**config.mk**
```make
export PLATFORM = sky130hd
export DESIGN_NAME = cbad_ctrl
export DESIGN_NICKNAME = d
export VERILOG_FILES = /design/src/cbad_pkg.sv /design/src/cbad_ctrl.sv
export SDC_FILE = /design/constraint.sdc
export NUM_CORES = 1
export LEC_CHECK = 0
export ABC_AREA = 1
export BUFFER_PORTS_ARGS = -buffer_cell sky130_fd_sc_hd__buf_2
export CORE_MARGIN = 3
export CORE_UTILIZATION = 45
export DETAILED_ROUTE_END_ITERATION = 16
export PLACE_DENSITY = 0.7
export SYNTH_ARGS = -nofsm -noshare
export SYNTH_HDL_FRONTEND = slang
export SYNTH_SLANG_ARGS = --single-unit
```
**constraint.sdc**
```tcl
create_clock -name clk -period 2.62 [get_ports clk]
set_clock_uncertainty 0.15 [all_clocks]
set_input_delay 0.524 -clock clk [delete_from_list [all_inputs] [get_ports clk]]
set_output_delay 0.524 -clock clk [all_outputs]
set_load 0.01 [all_outputs]
```
**src/cbad_pkg.sv**
```systemverilog
// Shared constants and types of the crop box average downscaler.
package cbad_pkg;

    localparam int DEF_MAX_WIDTH  = 2048;
    localparam int DEF_MAX_FACTOR = 16;

    localparam int PIX_W      = 8;
    localparam int POS_W      = 11;
    localparam int SIZE_W     = 12;
    localparam int FAC_W      = 5;
    localparam int CFG_IDX_W  = 3;
    localparam int CFG_DATA_W = 12;

    localparam logic [CFG_IDX_W-1:0] REG_FRAME_WIDTH   = 3'd0;
    localparam logic [CFG_IDX_W-1:0] REG_WINDOW_LEFT   = 3'd1;
    localparam logic [CFG_IDX_W-1:0] REG_WINDOW_TOP    = 3'd2;
    localparam logic [CFG_IDX_W-1:0] REG_WINDOW_WIDTH  = 3'd3;
    localparam logic [CFG_IDX_W-1:0] REG_WINDOW_HEIGHT = 3'd4;
    localparam logic [CFG_IDX_W-1:0] REG_FACTOR_X      = 3'd5;
    localparam logic [CFG_IDX_W-1:0] REG_FACTOR_Y      = 3'd6;

    localparam logic [SIZE_W-1:0] RST_FRAME_WIDTH   = 12'd640;
    localparam logic [POS_W-1:0]  RST_WINDOW_LEFT   = 11'd0;
    localparam logic [POS_W-1:0]  RST_WINDOW_TOP    = 11'd0;
    localparam logic [SIZE_W-1:0] RST_WINDOW_WIDTH  = 12'd640;
    localparam logic [SIZE_W-1:0] RST_WINDOW_HEIGHT = 12'd480;
    localparam logic [FAC_W-1:0]  RST_FACTOR_X      = 5'd1;
    localparam logic [FAC_W-1:0]  RST_FACTOR_Y      = 5'd1;

    typedef struct packed {
        logic in_ready;
        logic eval;
        logic merge;
        logic div_w_start;
        logic div_h_start;
        logic latch_w;
        logic latch_h;
        logic setup_fin;
        logic div_avg_start;
        logic load_out;
    } cmd_t;

    typedef struct packed {
        logic in_valid;
        logic dirty;
        logic complete;
        logic emit;
        logic div_busy;
        logic out_free;
    } sts_t;

endpackage

```
**src/cbad_ctrl.sv**
```systemverilog
// Controller state machine that sequences setup, item evaluation and averaging.
module cbad_ctrl (
    input  logic           clk,
    input  logic           rst_n,
    input  cbad_pkg::sts_t sts,
    output cbad_pkg::cmd_t cmd
);

    typedef enum logic [9:0] {
        S_IDLE  = 10'b0000000001,
        S_SW    = 10'b0000000010,
        S_WW    = 10'b0000000100,
        S_SH    = 10'b0000001000,
        S_WH    = 10'b0000010000,
        S_MUL   = 10'b0000100000,
        S_EVAL  = 10'b0001000000,
        S_MERGE = 10'b0010000000,
        S_DIV   = 10'b0100000000,
        S_LOAD  = 10'b1000000000
    } state_t;

    state_t state_reg, state_next;

    always_comb
    begin
        state_next = state_reg;
        cmd        = '0;
        case (state_reg)
            S_IDLE:
            begin
                if (sts.dirty)
                begin
                    state_next = S_SW;
                end
                else
                begin
                    cmd.in_ready = 1'b1;
                    if (sts.in_valid)
                    begin
                        state_next = S_EVAL;
                    end
                end
            end
            S_SW:
            begin
                cmd.div_w_start = 1'b1;
                state_next      = S_WW;
            end
            S_WW:
            begin
                if (!sts.div_busy)
                begin
                    cmd.latch_w = 1'b1;
                    state_next  = S_SH;
                end
            end
            S_SH:
            begin
                cmd.div_h_start = 1'b1;
                state_next      = S_WH;
            end
            S_WH:
            begin
                if (!sts.div_busy)
                begin
                    cmd.latch_h = 1'b1;
                    state_next  = S_MUL;
                end
            end
            S_MUL:
            begin
                cmd.setup_fin = 1'b1;
                state_next    = S_IDLE;
            end
            S_EVAL:
            begin
                cmd.eval   = 1'b1;
                state_next = S_IDLE;
                if (sts.complete)
                begin
                    state_next = S_MERGE;
                end
            end
            S_MERGE:
            begin
                cmd.merge  = 1'b1;
                state_next = S_IDLE;
                if (sts.emit)
                begin
                    cmd.div_avg_start = 1'b1;
                    state_next        = S_DIV;
                end
            end
            S_DIV:
            begin
                if (!sts.div_busy)
                begin
                    state_next = S_LOAD;
                end
            end
            S_LOAD:
            begin
                if (sts.out_free)
                begin
                    cmd.load_out = 1'b1;
                    state_next   = S_IDLE;
                end
            end
            default:
            begin
                state_next = S_IDLE;
            end
        endcase
    end

    always_ff @(posedge clk or negedge rst_n)
    begin
        if (!rst_n)
        begin
            state_reg <= S_IDLE;
        end
        else
        begin
            state_reg <= state_next;
        end
    end

endmodule

```
==> metrics.md, run 1 <==
| Metric | Value |
|---|---|
| CTS Buf Count | `3` |
| Wire per inst | `9.69 um` |
| Largest net degree at the start of global routing | `11` |
| Ys flop type | `dfrtp_1` |
| Postcts setup bufs | `0` |
| Post-layout power | `0.723 mW` |
| Largest register FFs | `10` |
| Buf/Inv on CP | `1` |
| Worst Max-Slew Pin Slew | `238 ps` |
| Vias after detailed routing | `640` |
| Levels on crit path | `6` |
| DP Area | `761 um^2` |
| Sequential area share after synthesis | `37.9%` |
| Pwr Density | `896 nW/um^2` |
| Post-Synthesis Cells | `104` |
| Width of the die | `44.4 um` |
| Min Hold Slack | `approximately 280 ps` |
| Root Driver | `clkbuf_4` |
| FF-to-FF End | `state_reg[9]` |
| Final Wtd Congestion | `a little under 0.8` |
| DR iter-0 viols | `10` |
| Antenna cell count | `0` |
| Via-per-instance ratio | `between 4 and 5` |
| Core Area | `1350 um^2` |
| Final period utilization | `81.2%` |
| Gr ovfl total | `0` |
| Post-synth EDFFs | `0` |
| GRT Util Overall | `15.7%` |
| Row cnt | `13` |
| Synth area leader | `dfrtp_1` |
| CP Capture Type | `output pin` |
| Cell variety after synth | `17` |
| Die Ht | `44.4 um` |
| Worst-Skew Late Latency | `270 ps` |
| DR pass1 iterations | `4` |
| CTS tree | `done` |
| Synth area leaders | `dfrtp_1 34%, nand2_1 17%, nor2_1 12%` |
| Top cells by count, synth | `30 x nand2_1, 22 x nor2_1, 19 x inv_1` |
| Synth-to-Final Area Change | `21.5%` |
| Async SR Flop Fraction | `100%` |
| Worst min-delay path class | `input port to flip-flop` |
| PortBufs | `17` |
| Yosys top cell area share | `between 30% and 40%` |
| Critical Path AT | `1450 ps` |
| Worst Reg-to-Reg Cells | `8` |
| Final setup violation count | `0` |
| Nets | `134` |
| Crit-path cells | `nor2_1 > nand2_1 > nor2_2 > nand2_1 > nor2_1 > buf_2` |
| Setup Crit Path Kind | `flip-flop to output pin` |
| Period minus WS final | `2130 ps` |
| Vias in the first global route | `583` |
| Setup TNS | `0 ps` |
| Yosys reg bits | `10` |
| Max VDD drop | `between 0.0007 and 0.0008 V` |
| Post-DP HPWL | `1110 um` |
| Clock Path Buffers | `2` |
| Pins over their slew limit | `0` |
| Worst r2r src | `state_reg[2]` |
| Crit Path Max Fanout | `4` |
| RSZ-0062 raised after global routing | `false` |
| Syn_area_per_cell | `6.39 um^2` |
| WL final | `1360 um` |
| Critical path launch point | `state_reg[4]` |
| Clock transition at the registers of the reported paths | `70 ps` |
| Layout cells sized above 1 | `31.2%` |
| DRT antenna net count | `0` |
| Worst reg-to-reg setup slack | `between 1000 and 1500 ps` |
| H-tree depth | `1` |
| CP top delay family | `simple AND/OR/NAND/NOR gates` |
| Initial Utilization | `49.2%` |
| Syn nets | `112` |
| I/O Pins | `18` |
| Fin area | `roughly 800 um^2` |
| Final core occ | `59.8%` |
| Slowest-stage cell, CP | `dfrtp_1` |
| Slew HR | `84.0%` |
| P_leak | `0.535 nW` |
| First-pass GRT wire length | `2220 um` |
| Max Cap Viol | `0` |
| Sink Count | `10` |
| DIE AREA | `~2000 um^2` |
| Final count of hold timing violations | `0` |
| Worst Setup Start Kind | `flip-flop` |
| DRC viols | `0` |
| Synth Cell Area | `between 600 and 700 um^2` |
| Worst setup path endpoint | `cmd[4]` |
| Req. time, crit path | `1950 ps` |
| Syn. warnings | `0` |
| Fmax | `470 MHz` |
| CP peak stage delay | `420 ps` |
| Initial antenna violation count | `0` |
| Outcome | `complete, no violations` |
| Count leader, synth | `nand2_1` |
==> power breakdown <==
part           switching, mW  total (mW)  internal [mW]
registers             0.0316       0.227          0.196
clock network         0.0552       0.140         0.0845
logic                  0.233       0.356          0.123
==> cells by family after synthesis <==
logic type	count (synthesis)	share of synthesized area [%]
AO/OA/AOI/OAI	2	1.51
buffers and inverters	23	13.6
flip-flops	10	37.9
AND/OR/NAND/NOR	69	47.1
==> cell usage in the layout, fill, tap and decap left out <==
cell type / instances
buf_2: 17
nor4_1: 1
dlygate4sd3_1: 1
nor2_2: 7
o21ai_1: 1
nand3_2: 1
clkbuf_4: 3
nand2_1: 30
dfrtp_1: 9
nor2_1: 22
nand2_4: 1
nand4_1: 1
nand2_2: 4
nand3_1: 1
dfstp_2: 1
nor3_2: 1
inv_1: 19
clkbuf_8: 1
inv_2: 3
a21oi_1: 1
==> worst min-delay path by stage <==
stage	depth (start not counted)	to	slack [ps]	startpoint
global route	2	state_reg[6]	270	sts[4]
detailed placement	1	state_reg[1]	250	rst_n
CTS	2	state_reg[6]	270	sts[4]
global placement	1	state_reg[1]	250	rst_n
finish	2	state_reg[6]	280	sts[4]
floorplan	0	state_reg[1]	80	rst_n
==> layout make-up <==
| class | instances | area (um^2) |
|---|---|---|
| timing repair buffer | 18 | 95.1 |
| tap | 15 | 18.8 |
| sequential | 10 | 251 |
| clock buffer | 4 | 36.3 |
| inverter | 22 | 82.6 |
| fill | 136 | 543 |
| multi-input combinational | 71 | 323 |
==> through the flow <==
stage,setup slack [ps],instances
2_1_floorplan,905,104
3_3_place_gp,779,135
3_5_place_dp,776,135
4_1_cts,479,140
5_1_grt,327,140
6_report,494,140
==> worst reg2reg max path, stage by stage (launching register included) <==
cell,delay [ps]
dfrtp_1,410
nor2_1,150
nand2_1,110
nor2_2,150
nand3_1,150
nand2_1,140
inv_2,50
nand2_4,80
o21ai_1,70
==> repair_timing <==
item	CTS	global route
hold endpoints to repair	9	0
hold buffers	1	0
gates resized for setup	0	0
==> per-layer routing <==
layer	wire, um	GRT usage [%]	vias up
met5	0	0	-
met3	85	7.32	4
met2	663	28.2	15
li1	-	-	340
met4	12	3.61	0
met1	595	16.6	281
Note: power is estimated with default switching activity, not from simulation.
==> inputs of run 2 (changes only) <==
- clock period: 2.62 -> 2.15 ns (I/O delays scaled with it)
==> run 2 against run 1 <==
Net effect:
- utilization up 0.56 points
- critical path depth is the same
- clock power increased by 21%
- sequential share of layout area is 0.29 points lower
- first-iteration DRC count rose by 30%
- critical path type unchanged
- critical endpoint is now cmd[1]
- highest routed layer unchanged
==> metrics.md, run 2 (synthesized netlist as in run 1, its figures left out) <==
| Metric | Value |
|---|---|
| DR pass1 iterations | `4` |
| Crit Path Max Fanout | `4` |
| Worst reg-to-reg setup slack | `570 ps` |
| PortBufs | `17` |
| Post-DP HPWL | `~1100 um` |
| Pwr Density | `1100 nW/um^2` |
| Dpl cells | `approximately 140` |
| Critical Path AT | `about 1500 ps` |
| Setup TNS | `0 ps` |
| Fmax | `around 490 MHz` |
| I/O Pins | `18` |
| Commonest cells after routing, fill and taps aside | `28 x nand2_1, 21 x nor2_1, 19 x inv_1` |
| Antenna cell count | `0` |
| Clock Path Buffers | `2` |
| Sink Count | `10` |
| WL final | `1340 um` |
| Vias after detailed routing | `about 640` |
| CTS tree | `done` |
| Largest register FFs | `10` |
| First-pass GRT wire length | `2220 um` |
| Hold wc startpoint | `sts[4]` |
| Initial antenna violation count | `0` |
| Setup Crit Path Kind | `flip-flop to output pin` |
| DR iter-0 viols | `13` |
| Final WS setup | `118 ps` |
| RSZ-0062 raised after global routing | `false` |
| Outcome | `complete, no violations` |
| Max VDD drop | `0.000992 V` |
| CP Capture Type | `output pin` |
| Root Driver | `clkbuf_4` |
| Period minus WS final | `2030 ps` |
| Placement Setup Slack | `400 ps` |
| Commonest non-fill, non-tap cell in the layout | `nand2_1` |
| Worst Max-Slew Pin Slew | `232 ps` |
| Worst r2r src | `state_reg[2]` |
| Final count of hold timing violations | `0` |
| Req. time, crit path | `1570 ps` |
| Final Wtd Congestion | `0.774` |
| Gr ovfl total | `0` |
| Final period utilization | `94.5%` |
| Vias in the first global route | `slightly below 600` |
| Worst Reg-to-Reg Cells | `8` |
| Die Ht | `44.4 um` |
| Worst min-delay path class | `input port to flip-flop` |
| DRC viols | `0` |
| Non-Filler Instances | `140` |
| Post-layout power | `0.895 mW` |
| GRT Util Overall | `around 16%` |
| Fill cell total of the finished layout | `133` |
| Worst-Skew Late Latency | `270 ps` |
| DRT antenna net count | `0` |
| Core Area | `1350 um^2` |
| Pins over their slew limit | `0` |
| Layout cells sized above 1 | `33.6%` |
| Via-per-instance ratio | `4.54` |
| Final setup violation count | `0` |
| Nets | `134` |
| Slew HR | `between 80% and 90%` |
| DIE AREA | `around 2000 um^2` |
| Hold endpoint | `state_reg[6]` |
| Synth-to-Final Area Change | `22.6%` |
| Row cnt | `13` |
| Hold Crit Depth | `2` |
| Max Cap Viol | `0` |
| Worst Setup Start Kind | `flip-flop` |
| Min Hold Slack | `184 ps` |
| CTS Buf Count | `3` |
| Wire per inst | `9.60 um` |
| Initial Utilization | `49.2%` |
| Clock transition at the registers of the reported paths | `70 ps` |
| FF-to-FF End | `state_reg[9]` |
| P_leak | `approximately 0.54 nW` |
| Largest net degree at the start of global routing | `11` |
| H-tree depth | `1` |
| Width of the die | `44.4 um` |
-- run 2: cell types whose count changed in the layout (fill, tap and decap cells not counted) --
cell     change
nand2_1      -2
nand2_2      +2
nor2_1       -1
nor2_2       +1
-- run 2: area by class of cell --
cell class | instances | area [um^2] | share of cell area [%]
multi-input cells | 71 | 330 | 40.6
well taps | 15 | 18.8 | 2.30
inverters | 22 | 82.6 | 10.1
flip-flops and latches | 10 | 251 | 30.9
clock buffers | 4 | 36.3 | 4.45
repair buffers | 18 | 95.1 | 11.7
-- run 2: where the power goes --
part	total [mW]	switching [mW]	internal, mW
clock	0.170	0.0676	0.103
sequential	0.277	0.0385	0.238
combinational	0.447	0.293	0.154
-- run 2: how the worst max path moves through the flow --
stage	from	to	depth (start not counted)
after floorplan	state_reg[8]	cmd[9]	6
after global placement	state_reg[4]	cmd[1]	6
after detailed placement	state_reg[4]	cmd[4]	6
after CTS	state_reg[2]	cmd[1]	6
after global routing	state_reg[2]	cmd[1]	6
final	state_reg[2]	cmd[1]	6
-- run 2: critical path, cell delays in order (launching register included) --
cell	delay, ps
dfrtp_1	420
nor2_1	150
nand2_1	130
nor2_2	140
nand2_2	90
nor2_1	110
buf_2	140
-- run 2: through the flow --
stage               util (%)  instance area (um^2)
floorplan                  -                   664
global placement        56.3                   761
detailed placement      56.3                   761
CTS                     59.8                   807
global route            60.3                   815
finish                  60.3                   815
-- run 2: repair_timing --
item	CTS	global route
hold endpoints to repair	9	0
hold buffers	1	0
setup buffers	0	0
setup endpoints to repair	0	3
resized for setup	0	3
-- run 2: layer usage --
layer | global-route usage, % | up-vias | share of wire (%)
met2 | 28.2 | 17 | 49
met3 | 7.32 | 2 | 7.4
li1 | - | 340 | -
met1 | 16.6 | 277 | 43
met4 | 3.61 | 0 | 0.74
met5 | 0 | - | 0
